### src/rtl/sssc_pkg.sv
// ----------------------------------------------------------------------------
// sssc_pkg
// Constants, types and state codes of the Shell sort shift counter.
// ----------------------------------------------------------------------------
package sssc_pkg;

    localparam int unsigned MAX_ELEMENTS = 64;
    localparam int unsigned VALUE_W      = 32;
    localparam int unsigned SHIFT_W      = 16;
    localparam int unsigned CNT_W        = $clog2(MAX_ELEMENTS + 1);
    localparam int unsigned IDX_W        = $clog2(MAX_ELEMENTS);

    typedef enum logic [2:0] {
        ST_IDLE,
        ST_HOLD,
        ST_CMP,
        ST_PUT,
        ST_DONE
    } state_t;

    // One access pair to the value store per cycle
    typedef struct packed {
        logic               we;
        logic [IDX_W-1:0]   waddr;
        logic [VALUE_W-1:0] wdata;
        logic [IDX_W-1:0]   raddr;
    } mem_req_t;

endpackage

### src/rtl/sssc_if.sv
// ----------------------------------------------------------------------------
// sssc_in_if / sssc_out_if
// Valid/ready channels carrying input items and result items.
// ----------------------------------------------------------------------------
interface sssc_in_if;
    import sssc_pkg::*;

    logic                      valid;
    logic                      ready;
    logic signed [VALUE_W-1:0] element_value;
    logic                      last_element;
    logic                      empty_set;

    modport source (output valid, output element_value, output last_element,
                    output empty_set, input ready);
    modport sink   (input valid, input element_value, input last_element,
                    input empty_set, output ready);
endinterface

interface sssc_out_if;
    import sssc_pkg::*;

    logic               valid;
    logic               ready;
    logic [SHIFT_W-1:0] shift_count;
    logic               overflow;

    modport source (output valid, output shift_count, output overflow, input ready);
    modport sink   (input valid, input shift_count, input overflow, output ready);
endinterface

### src/rtl/sssc_store.sv
// ----------------------------------------------------------------------------
// sssc_store
// Value store: one write and one registered read per cycle, write-first.
// ----------------------------------------------------------------------------
module sssc_store (
    input  logic                        clk,
    input  sssc_pkg::mem_req_t          req,
    output logic [sssc_pkg::VALUE_W-1:0] rdata
);
    import sssc_pkg::*;

    logic [VALUE_W-1:0] mem_reg [MAX_ELEMENTS];
    logic [VALUE_W-1:0] rdata_reg;

    always_ff @(posedge clk)
    begin
        if (req.we)
        begin
            mem_reg[req.waddr] <= req.wdata;
        end
        // forward a write to the same entry
        if (req.we && (req.waddr == req.raddr))
        begin
            rdata_reg <= req.wdata;
        end
        else
        begin
            rdata_reg <= mem_reg[req.raddr];
        end
    end

    assign rdata = rdata_reg;

endmodule

### src/rtl/sssc_ctrl.sv
// ----------------------------------------------------------------------------
// sssc_ctrl
// Load sequencer, gapped insertion sort over the store, result register.
// ----------------------------------------------------------------------------
module sssc_ctrl (
    input  logic                         clk,
    input  logic                         rst_n,
    sssc_in_if.sink                      in_ch,
    sssc_out_if.source                   out_ch,
    output sssc_pkg::mem_req_t           mem_req,
    input  logic [sssc_pkg::VALUE_W-1:0] rdata
);
    import sssc_pkg::*;

    state_t             state_reg,     state_next;
    logic [CNT_W-1:0]   count_reg,     count_next;
    logic [SHIFT_W-1:0] shift_reg,     shift_next;
    logic               drop_reg,      drop_next;
    logic [CNT_W-1:0]   gap_reg,       gap_next;
    logic [CNT_W-1:0]   i_reg,         i_next;
    logic [CNT_W-1:0]   j_reg,         j_next;
    logic [VALUE_W-1:0] held_reg,      held_next;
    logic               out_valid_reg, out_valid_next;
    logic [SHIFT_W-1:0] out_count_reg, out_count_next;
    logic               out_ovf_reg,   out_ovf_next;

    logic               has_room;
    logic [CNT_W-1:0]   count_inc;
    logic [CNT_W-1:0]   n_load;
    logic [CNT_W-1:0]   gap_load;
    logic [CNT_W-1:0]   i_inc;
    logic [CNT_W-1:0]   gap_half;
    logic [CNT_W-1:0]   j_dn;
    logic [CNT_W-1:0]   j_dn2;
    logic               rd_gt;

    always_ff @(posedge clk or negedge rst_n)
    begin
        if (!rst_n)
        begin
            state_reg     <= ST_IDLE;
            count_reg     <= '0;
            shift_reg     <= '0;
            drop_reg      <= 1'b0;
            gap_reg       <= '0;
            i_reg         <= '0;
            j_reg         <= '0;
            out_valid_reg <= 1'b0;
        end
        else
        begin
            state_reg     <= state_next;
            count_reg     <= count_next;
            shift_reg     <= shift_next;
            drop_reg      <= drop_next;
            gap_reg       <= gap_next;
            i_reg         <= i_next;
            j_reg         <= j_next;
            out_valid_reg <= out_valid_next;
        end
    end

    always_ff @(posedge clk)
    begin
        held_reg      <= held_next;
        out_count_reg <= out_count_next;
        out_ovf_reg   <= out_ovf_next;
    end

    always_comb
    begin
        has_room  = (count_reg < CNT_W'(MAX_ELEMENTS));
        count_inc = count_reg + CNT_W'(1);
        n_load    = has_room ? count_inc : count_reg;
        gap_load  = n_load >> 1;
        i_inc     = i_reg + CNT_W'(1);
        gap_half  = gap_reg >> 1;
        j_dn      = j_reg - gap_reg;
        j_dn2     = j_dn - gap_reg;
        rd_gt     = ($signed(rdata) > $signed(held_reg));

        state_next     = state_reg;
        count_next     = count_reg;
        shift_next     = shift_reg;
        drop_next      = drop_reg;
        gap_next       = gap_reg;
        i_next         = i_reg;
        j_next         = j_reg;
        held_next      = held_reg;
        out_count_next = out_count_reg;
        out_ovf_next   = out_ovf_reg;
        out_valid_next = out_valid_reg && !out_ch.ready;
        in_ch.ready    = 1'b0;
        mem_req        = '0;

        unique case (state_reg)
            ST_IDLE:
            begin
                in_ch.ready = 1'b1;
                if (in_ch.valid)
                begin
                    if (in_ch.empty_set)
                    begin
                        shift_next = '0;
                        drop_next  = 1'b0;
                        state_next = ST_DONE;
                    end
                    else
                    begin
                        if (has_room)
                        begin
                            mem_req.we    = 1'b1;
                            mem_req.waddr = count_reg[IDX_W-1:0];
                            mem_req.wdata = in_ch.element_value;
                            count_next    = count_inc;
                        end
                        else
                        begin
                            drop_next = 1'b1;
                        end
                        if (in_ch.last_element)
                        begin
                            shift_next    = '0;
                            count_next    = n_load;
                            gap_next      = gap_load;
                            i_next        = gap_load;
                            mem_req.raddr = gap_load[IDX_W-1:0];
                            state_next    = (gap_load == '0) ? ST_DONE : ST_HOLD;
                        end
                    end
                end
            end

            ST_HOLD:
            begin
                // element i arrives; fetch its lower neighbor one gap away
                held_next     = rdata;
                j_next        = i_reg;
                mem_req.raddr = IDX_W'(i_reg - gap_reg);
                state_next    = ST_CMP;
            end

            ST_CMP:
            begin
                if (rd_gt)
                begin
                    mem_req.we    = 1'b1;
                    mem_req.waddr = j_reg[IDX_W-1:0];
                    mem_req.wdata = rdata;
                    if (shift_reg != '1)
                    begin
                        shift_next = shift_reg + SHIFT_W'(1);
                    end
                    j_next = j_dn;
                    if (j_dn >= gap_reg)
                    begin
                        mem_req.raddr = j_dn2[IDX_W-1:0];
                    end
                    else
                    begin
                        state_next = ST_PUT;
                    end
                end
                else
                begin
                    mem_req.we    = 1'b1;
                    mem_req.waddr = j_reg[IDX_W-1:0];
                    mem_req.wdata = held_reg;
                    if (i_inc < count_reg)
                    begin
                        i_next        = i_inc;
                        mem_req.raddr = i_inc[IDX_W-1:0];
                        state_next    = ST_HOLD;
                    end
                    else if (gap_half == '0)
                    begin
                        state_next = ST_DONE;
                    end
                    else
                    begin
                        gap_next      = gap_half;
                        i_next        = gap_half;
                        mem_req.raddr = gap_half[IDX_W-1:0];
                        state_next    = ST_HOLD;
                    end
                end
            end

            ST_PUT:
            begin
                // insertion reached the low end of the chain
                mem_req.we    = 1'b1;
                mem_req.waddr = j_reg[IDX_W-1:0];
                mem_req.wdata = held_reg;
                if (i_inc < count_reg)
                begin
                    i_next        = i_inc;
                    mem_req.raddr = i_inc[IDX_W-1:0];
                    state_next    = ST_HOLD;
                end
                else if (gap_half == '0)
                begin
                    state_next = ST_DONE;
                end
                else
                begin
                    gap_next      = gap_half;
                    i_next        = gap_half;
                    mem_req.raddr = gap_half[IDX_W-1:0];
                    state_next    = ST_HOLD;
                end
            end

            ST_DONE:
            begin
                if (!out_valid_reg || out_ch.ready)
                begin
                    out_valid_next = 1'b1;
                    out_count_next = shift_reg;
                    out_ovf_next   = drop_reg;
                    count_next     = '0;
                    shift_next     = '0;
                    drop_next      = 1'b0;
                    state_next     = ST_IDLE;
                end
            end

            default:
            begin
                state_next = ST_IDLE;
            end
        endcase
    end

    assign out_ch.valid       = out_valid_reg;
    assign out_ch.shift_count = out_count_reg;
    assign out_ch.overflow    = out_ovf_reg;

endmodule

### src/rtl/shell_sort_shift_counter_core.sv
// ----------------------------------------------------------------------------
// shell_sort_shift_counter_core
// Collects signed values, Shell sorts them with halving gaps, reports shifts.
// ----------------------------------------------------------------------------
// channel  | dir | payload                                   | item
// ---------+-----+-------------------------------------------+------------------
// in_ch    | in  | element_value[31:0] s, last_element, empty | one value / marker
// out_ch   | out | shift_count[15:0], overflow               | one result per set
//
// Loading takes one item per cycle, one store write each while the store has room.
// After the last item the sort owns the store: each insertion step passes
// through ST_HOLD, one ST_CMP per shift, and then a closing ST_CMP, or ST_PUT
// when it reaches the low end of its chain; ST_DONE hands the result over.
// The single read and single write port of the store make each shift a step.
// The result is registered; a waiting result does not block loading.
// Reset clears the set state; the store needs no clearing pass.
// ----------------------------------------------------------------------------
module shell_sort_shift_counter_core (
    input  logic       clk,
    input  logic       rst_n,
    sssc_in_if.sink    in_ch,
    sssc_out_if.source out_ch
);
    import sssc_pkg::*;

    mem_req_t           mem_req;
    logic [VALUE_W-1:0] rdata;

    sssc_ctrl u_ctrl (
        .clk     (clk),
        .rst_n   (rst_n),
        .in_ch   (in_ch),
        .out_ch  (out_ch),
        .mem_req (mem_req),
        .rdata   (rdata)
    );

    sssc_store u_store (
        .clk   (clk),
        .req   (mem_req),
        .rdata (rdata)
    );

endmodule

### src/flat_wrapper.sv
// flat-port wrapper written by rule: the top's interface ports become plain ports
module shell_sort_shift_counter_core_flat import sssc_pkg::*;
  (clk, rst_n, in_ch_valid, in_ch_element_value, in_ch_last_element, in_ch_empty_set, in_ch_ready, out_ch_valid, out_ch_shift_count, out_ch_overflow, out_ch_ready);
  sssc_in_if in_ch_i ();
  sssc_out_if out_ch_i ();
  input  logic clk;
  input  logic rst_n;
  input wire logic [$bits(in_ch_i.valid)-1:0] in_ch_valid;
  input wire logic [$bits(in_ch_i.element_value)-1:0] in_ch_element_value;
  input wire logic [$bits(in_ch_i.last_element)-1:0] in_ch_last_element;
  input wire logic [$bits(in_ch_i.empty_set)-1:0] in_ch_empty_set;
  output wire logic [$bits(in_ch_i.ready)-1:0] in_ch_ready;
  output wire logic [$bits(out_ch_i.valid)-1:0] out_ch_valid;
  output wire logic [$bits(out_ch_i.shift_count)-1:0] out_ch_shift_count;
  output wire logic [$bits(out_ch_i.overflow)-1:0] out_ch_overflow;
  input wire logic [$bits(out_ch_i.ready)-1:0] out_ch_ready;
  assign in_ch_i.valid = in_ch_valid;
  assign in_ch_i.element_value = in_ch_element_value;
  assign in_ch_i.last_element = in_ch_last_element;
  assign in_ch_i.empty_set = in_ch_empty_set;
  assign in_ch_ready = in_ch_i.ready;
  assign out_ch_valid = out_ch_i.valid;
  assign out_ch_shift_count = out_ch_i.shift_count;
  assign out_ch_overflow = out_ch_i.overflow;
  assign out_ch_i.ready = out_ch_ready;
  shell_sort_shift_counter_core u_core (.clk(clk), .rst_n(rst_n), .in_ch(in_ch_i), .out_ch(out_ch_i));
endmodule
### config.mk
export PLATFORM = sky130hd
export DESIGN_NAME = shell_sort_shift_counter_core_flat
export DESIGN_NICKNAME = d
export VERILOG_FILES = /design/src/rtl/sssc_pkg.sv /design/src/rtl/sssc_if.sv /design/src/rtl/sssc_store.sv /design/src/rtl/sssc_ctrl.sv /design/src/rtl/shell_sort_shift_counter_core.sv /design/src/flat_wrapper.sv
export SDC_FILE = /design/constraint.sdc
export NUM_CORES = 2
export LEC_CHECK = 0
export BUFFER_PORTS_ARGS = -buffer_cell sky130_fd_sc_hd__buf_2
export CAP_MARGIN = 10
export CORE_UTILIZATION = 45
export DETAILED_ROUTE_END_ITERATION = 7
export MAX_ROUTING_LAYER = met4
export PLACE_DENSITY_LB_ADDON = 0.12
export RECOVER_POWER = 100
export SLEW_MARGIN = 20
export SYNTH_ARGS = -nofsm -noshare
export SYNTH_HDL_FRONTEND = slang
export SYNTH_SLANG_ARGS = --single-unit
### constraint.sdc
create_clock -name clk -period 18.9 [get_ports clk]
set_clock_uncertainty 0.2 [all_clocks]
set_input_delay 2.835 -clock clk [delete_from_list [all_inputs] [get_ports clk]]
set_output_delay 2.835 -clock clk [all_outputs]
set_load 0.01 [all_outputs]
==> impl_metrics.toml <==
[clock_network]
cts_hold_buffers = 0
clk_pin_slew_ps = 60
cts_tree = "yes"
cts.path.max_buffers = 3
cts_buffers = 216
insertion_delay_ps = 860
post-cts-setup-buffer-count = 0
htree_levels = 4
cts_resized = 0
clockRootBuffer = "clkbuf_16"
clock_sinks = 2151

[synthesis]
synth-seq-cells = 2151
avgSynthCellArea_um2 = 22.8
syn-instance-count = 3702
synth-main-ff-cell = "edfxtp_1"
synth_nets = 3801
synth.cell_area_um2 = 84400
synth_cell_types = 60
seq_area_frac_synth = 0.762
synth_xor_xnor_area_share = 0.00239
synth_fa_ha_area_frac = 0.00931
synth_top_family_by_area = "multiplexers"
synth_compound_area_frac = 0.0153
synth_edf_count = 2097
synth-simple-area-share = 0.0170
async_flop_share = 0.0223
yosysWarnings = 0
synth_mux_area_frac = 0.182

[routing]
routedWlPerCell_um = 34.7
drt_wl_total_um = 228000
vias = 40047
firstDrtPassIters = 6
via_per_inst = 6.09
ant_nets = 0
drt_iter0_drc = 5165
drc = 0

[pwr]
p_comb_frac = 0.237
power_switching_w = 0.00393
p_int_w = 0.00955
sequentialPowerShare = 0.460
p_leak_nw = 29.3
sw_frac_of_total = 0.291
power.density_nw_per_um2 = 142
finalPower_w = 0.0135
clkPwrFrac = 0.303
ir_drop_mv = 0.125

[worst_hold_path]
min_delay_path_depth = 0
hp-class = "reg2reg"

[die]
core_um2 = 186000
dieArea_um2 = 189000
io_pins = 57
die_x_um = 435
die_h_um = 435
rows = 158
initial_core_util = 0.454

[sta]
fin_crit_ps = 12900
finalHoldViolations = 0
period_share = 0.682
max_freq_ghz = 0.0775
maxSlewViolCount = 2290
final-setup-viol-count = 0
max_slew_margin = -1.79
rsz0062_at_grt = "false"
setup_tns_ps = 0
tightest_slew_ps = 4190
timing.final.ws_setup_ps = 6000

[finish]
drive_gt1_frac = 0.269
largest_reg_flops = 2048
syn2layout_area_growth_pct = 12.2
filler_cell_count = 14619
final_common_cell = "edfxtp_1"
nets = 4009
final_cell_mix = "2097 x edfxtp_1, 662 x mux4_2, 221 x clkbuf_16"

[grt]
grt_usage = 0.249
grt_pass1_wl_um = 319000
grt_pass1_vias = 40448
grt_overflow_total = 0
antenna_found_initial = 16
grt_max_degree = 128

[critical_path]
slowest_delay_ps = 2590
crit_path_max_fanout = 97
critPathCaptureType = "register"
setup.worst_path.start_class = "register"
crit_type = "reg2reg"
r2r_cells = 16
arrival_ps = 13270
crit_slowest_cell = "clkbuf_1"
worst_ep_required_time_ps = 19270
crit_chain = "buf_12 > clkbuf_1 > buf_4 > mux4_2 > mux4_2 > mux4_2 > ha_1 > nand4_1 > or4_1 > a31oi_1 > o21ai_0 > a21oi_4 > buf_4 > a22oi_1 > nand2_1 > buf_4"

[status]
outcome = "complete, but fails checks"
violations = "capacitance limit, slew limit"

[place]
dp_slack_ps = 9230
port-buffer-count = 56
place.detailed.hpwl_um = 120000
place_congestion = 0.845

[flow_run]
maxCapViolCount = 78
worst paths after layout:
kind	start	endpoint	slack, ps
hold reg to reg	u_core.u_ctrl.drop_reg	u_core.u_ctrl.out_ch.overflow	280
setup / recovery	register	u_core.u_store.mem_reg[61][3]	6000
setup reg to reg	register	u_core.u_store.mem_reg[61][3]	6000
min in group asynchronous	rst_n	u_core.u_ctrl.shift_reg[13]	2810
hold / removal	u_core.u_ctrl.drop_reg	u_core.u_ctrl.out_ch.overflow	280
max in group asynchronous	rst_n	u_core.u_ctrl.j_reg[5]	13990
synthesized netlist by cell type (4+ instances only):
cell type / n / area share
edfxtp_1: 2097 / 0.75
mux4_2: 662 / 0.18
nand2_1: 150 / 0.0067
clkbuf_1: 98 / 0.0044
nor2_1: 93 / 0.0041
inv_1: 61 / 0.0027
ha_1: 58 / 0.0086
dfrtp_1: 48 / 0.014
buf_2: 43 / 0.0025
a22oi_1: 38 / 0.0034
a21oi_1: 34 / 0.0020
o21ai_0: 27 / 0.0016
mux2_2: 22 / 0.0029
nand3_1: 20 / 0.0012
buf_1: 19 / 0.00085
mux2i_1: 18 / 0.0021
xnor2_1: 18 / 0.0019
buf_4: 15 / 0.0013
o21ai_1: 14 / 0.00083
and3_1: 13 / 0.00096
a21o_1: 12 / 0.0011
nor2b_1: 12 / 0.00089
nand4_1: 10 / 0.00074
nor3_1: 9 / 0.00053
a31oi_1: 8 / 0.00059
o211ai_1: 7 / 0.00062
o22ai_1: 7 / 0.00052
o31ai_1: 7 / 0.00062
dfxtp_1: 6 / 0.0014
nand2b_1: 6 / 0.00044
o22a_1: 6 / 0.00062
a221o_1: 5 / 0.00059
xor2_1: 5 / 0.00052
and2_1: 4 / 0.00030
buf_6: 4 / 0.00053
routing by layer:
metal  part of all wire  GRT usage
met3              0.065     0.0360
met4              0.021     0.0578
met1               0.42      0.346
met2               0.49      0.395
met5                  0          -
layout make-up:
class	count	area, um^2	area share
inverters	61	229	0.00242
multi-input cells	1311	19500	0.205
diodes	5	12.5	0.000132
clock inverters	110	862	0.00911
repair buffers	169	900	0.00950
clock buffers	288	5810	0.0614
flip-flops and latches	2151	64300	0.679
well taps	2480	3100	0.0328
kinds of logic (layout without fill, tap and decap cells):
family | Yosys count | in the layout
compound gates | 193 | 193
flops | 2151 | 2151
other cells | 0 | 5
fa+ha+maj | 61 | 61
mux | 703 | 703
xor+xnor | 23 | 23
simple gates | 331 | 331
buf+inv | 240 | 628
stage by stage:
step / cells / util / hold WS, ps / area, um^2
floorplan: 3702 / - / 226 / 84400
global placement: 6172 / 0.476 / 267 / 88500
detailed placement: 6172 / 0.476 / 274 / 88500
CTS: 6570 / 0.512 / 282 / 95100
global route: 6572 / 0.509 / 278 / 94700
finish: 6575 / 0.509 / 280 / 94700
critical path: cells and delay by family (launching register included):
| kind | cells | cell delay [ps] |
|---|---|---|
| buffers and inverters | 5 | 5220 |
| flip-flops | 1 | 2200 |
| AO/OA/AOI/OAI | 4 | 1160 |
| adder cells (fa/ha/maj) | 1 | 320 |
| AND/OR/NAND/NOR | 3 | 1530 |
| multiplexers | 3 | 1710 |
power groups by stage:
| stage | sequential [W] | combinational, W | clock (W) |
|---|---|---|---|
| after global placement | 0.00630 | 0.00316 | 0 |
| after floorplan | 0.00623 | 0.00211 | 0 |
| after global routing | 0.00622 | 0.00343 | 0.00433 |
| after CTS | 0.00621 | 0.00321 | 0.00416 |
| final | 0.00620 | 0.00319 | 0.00409 |
| after detailed placement | 0.00631 | 0.00320 | 0 |
(Power assumes the default switching activity.)
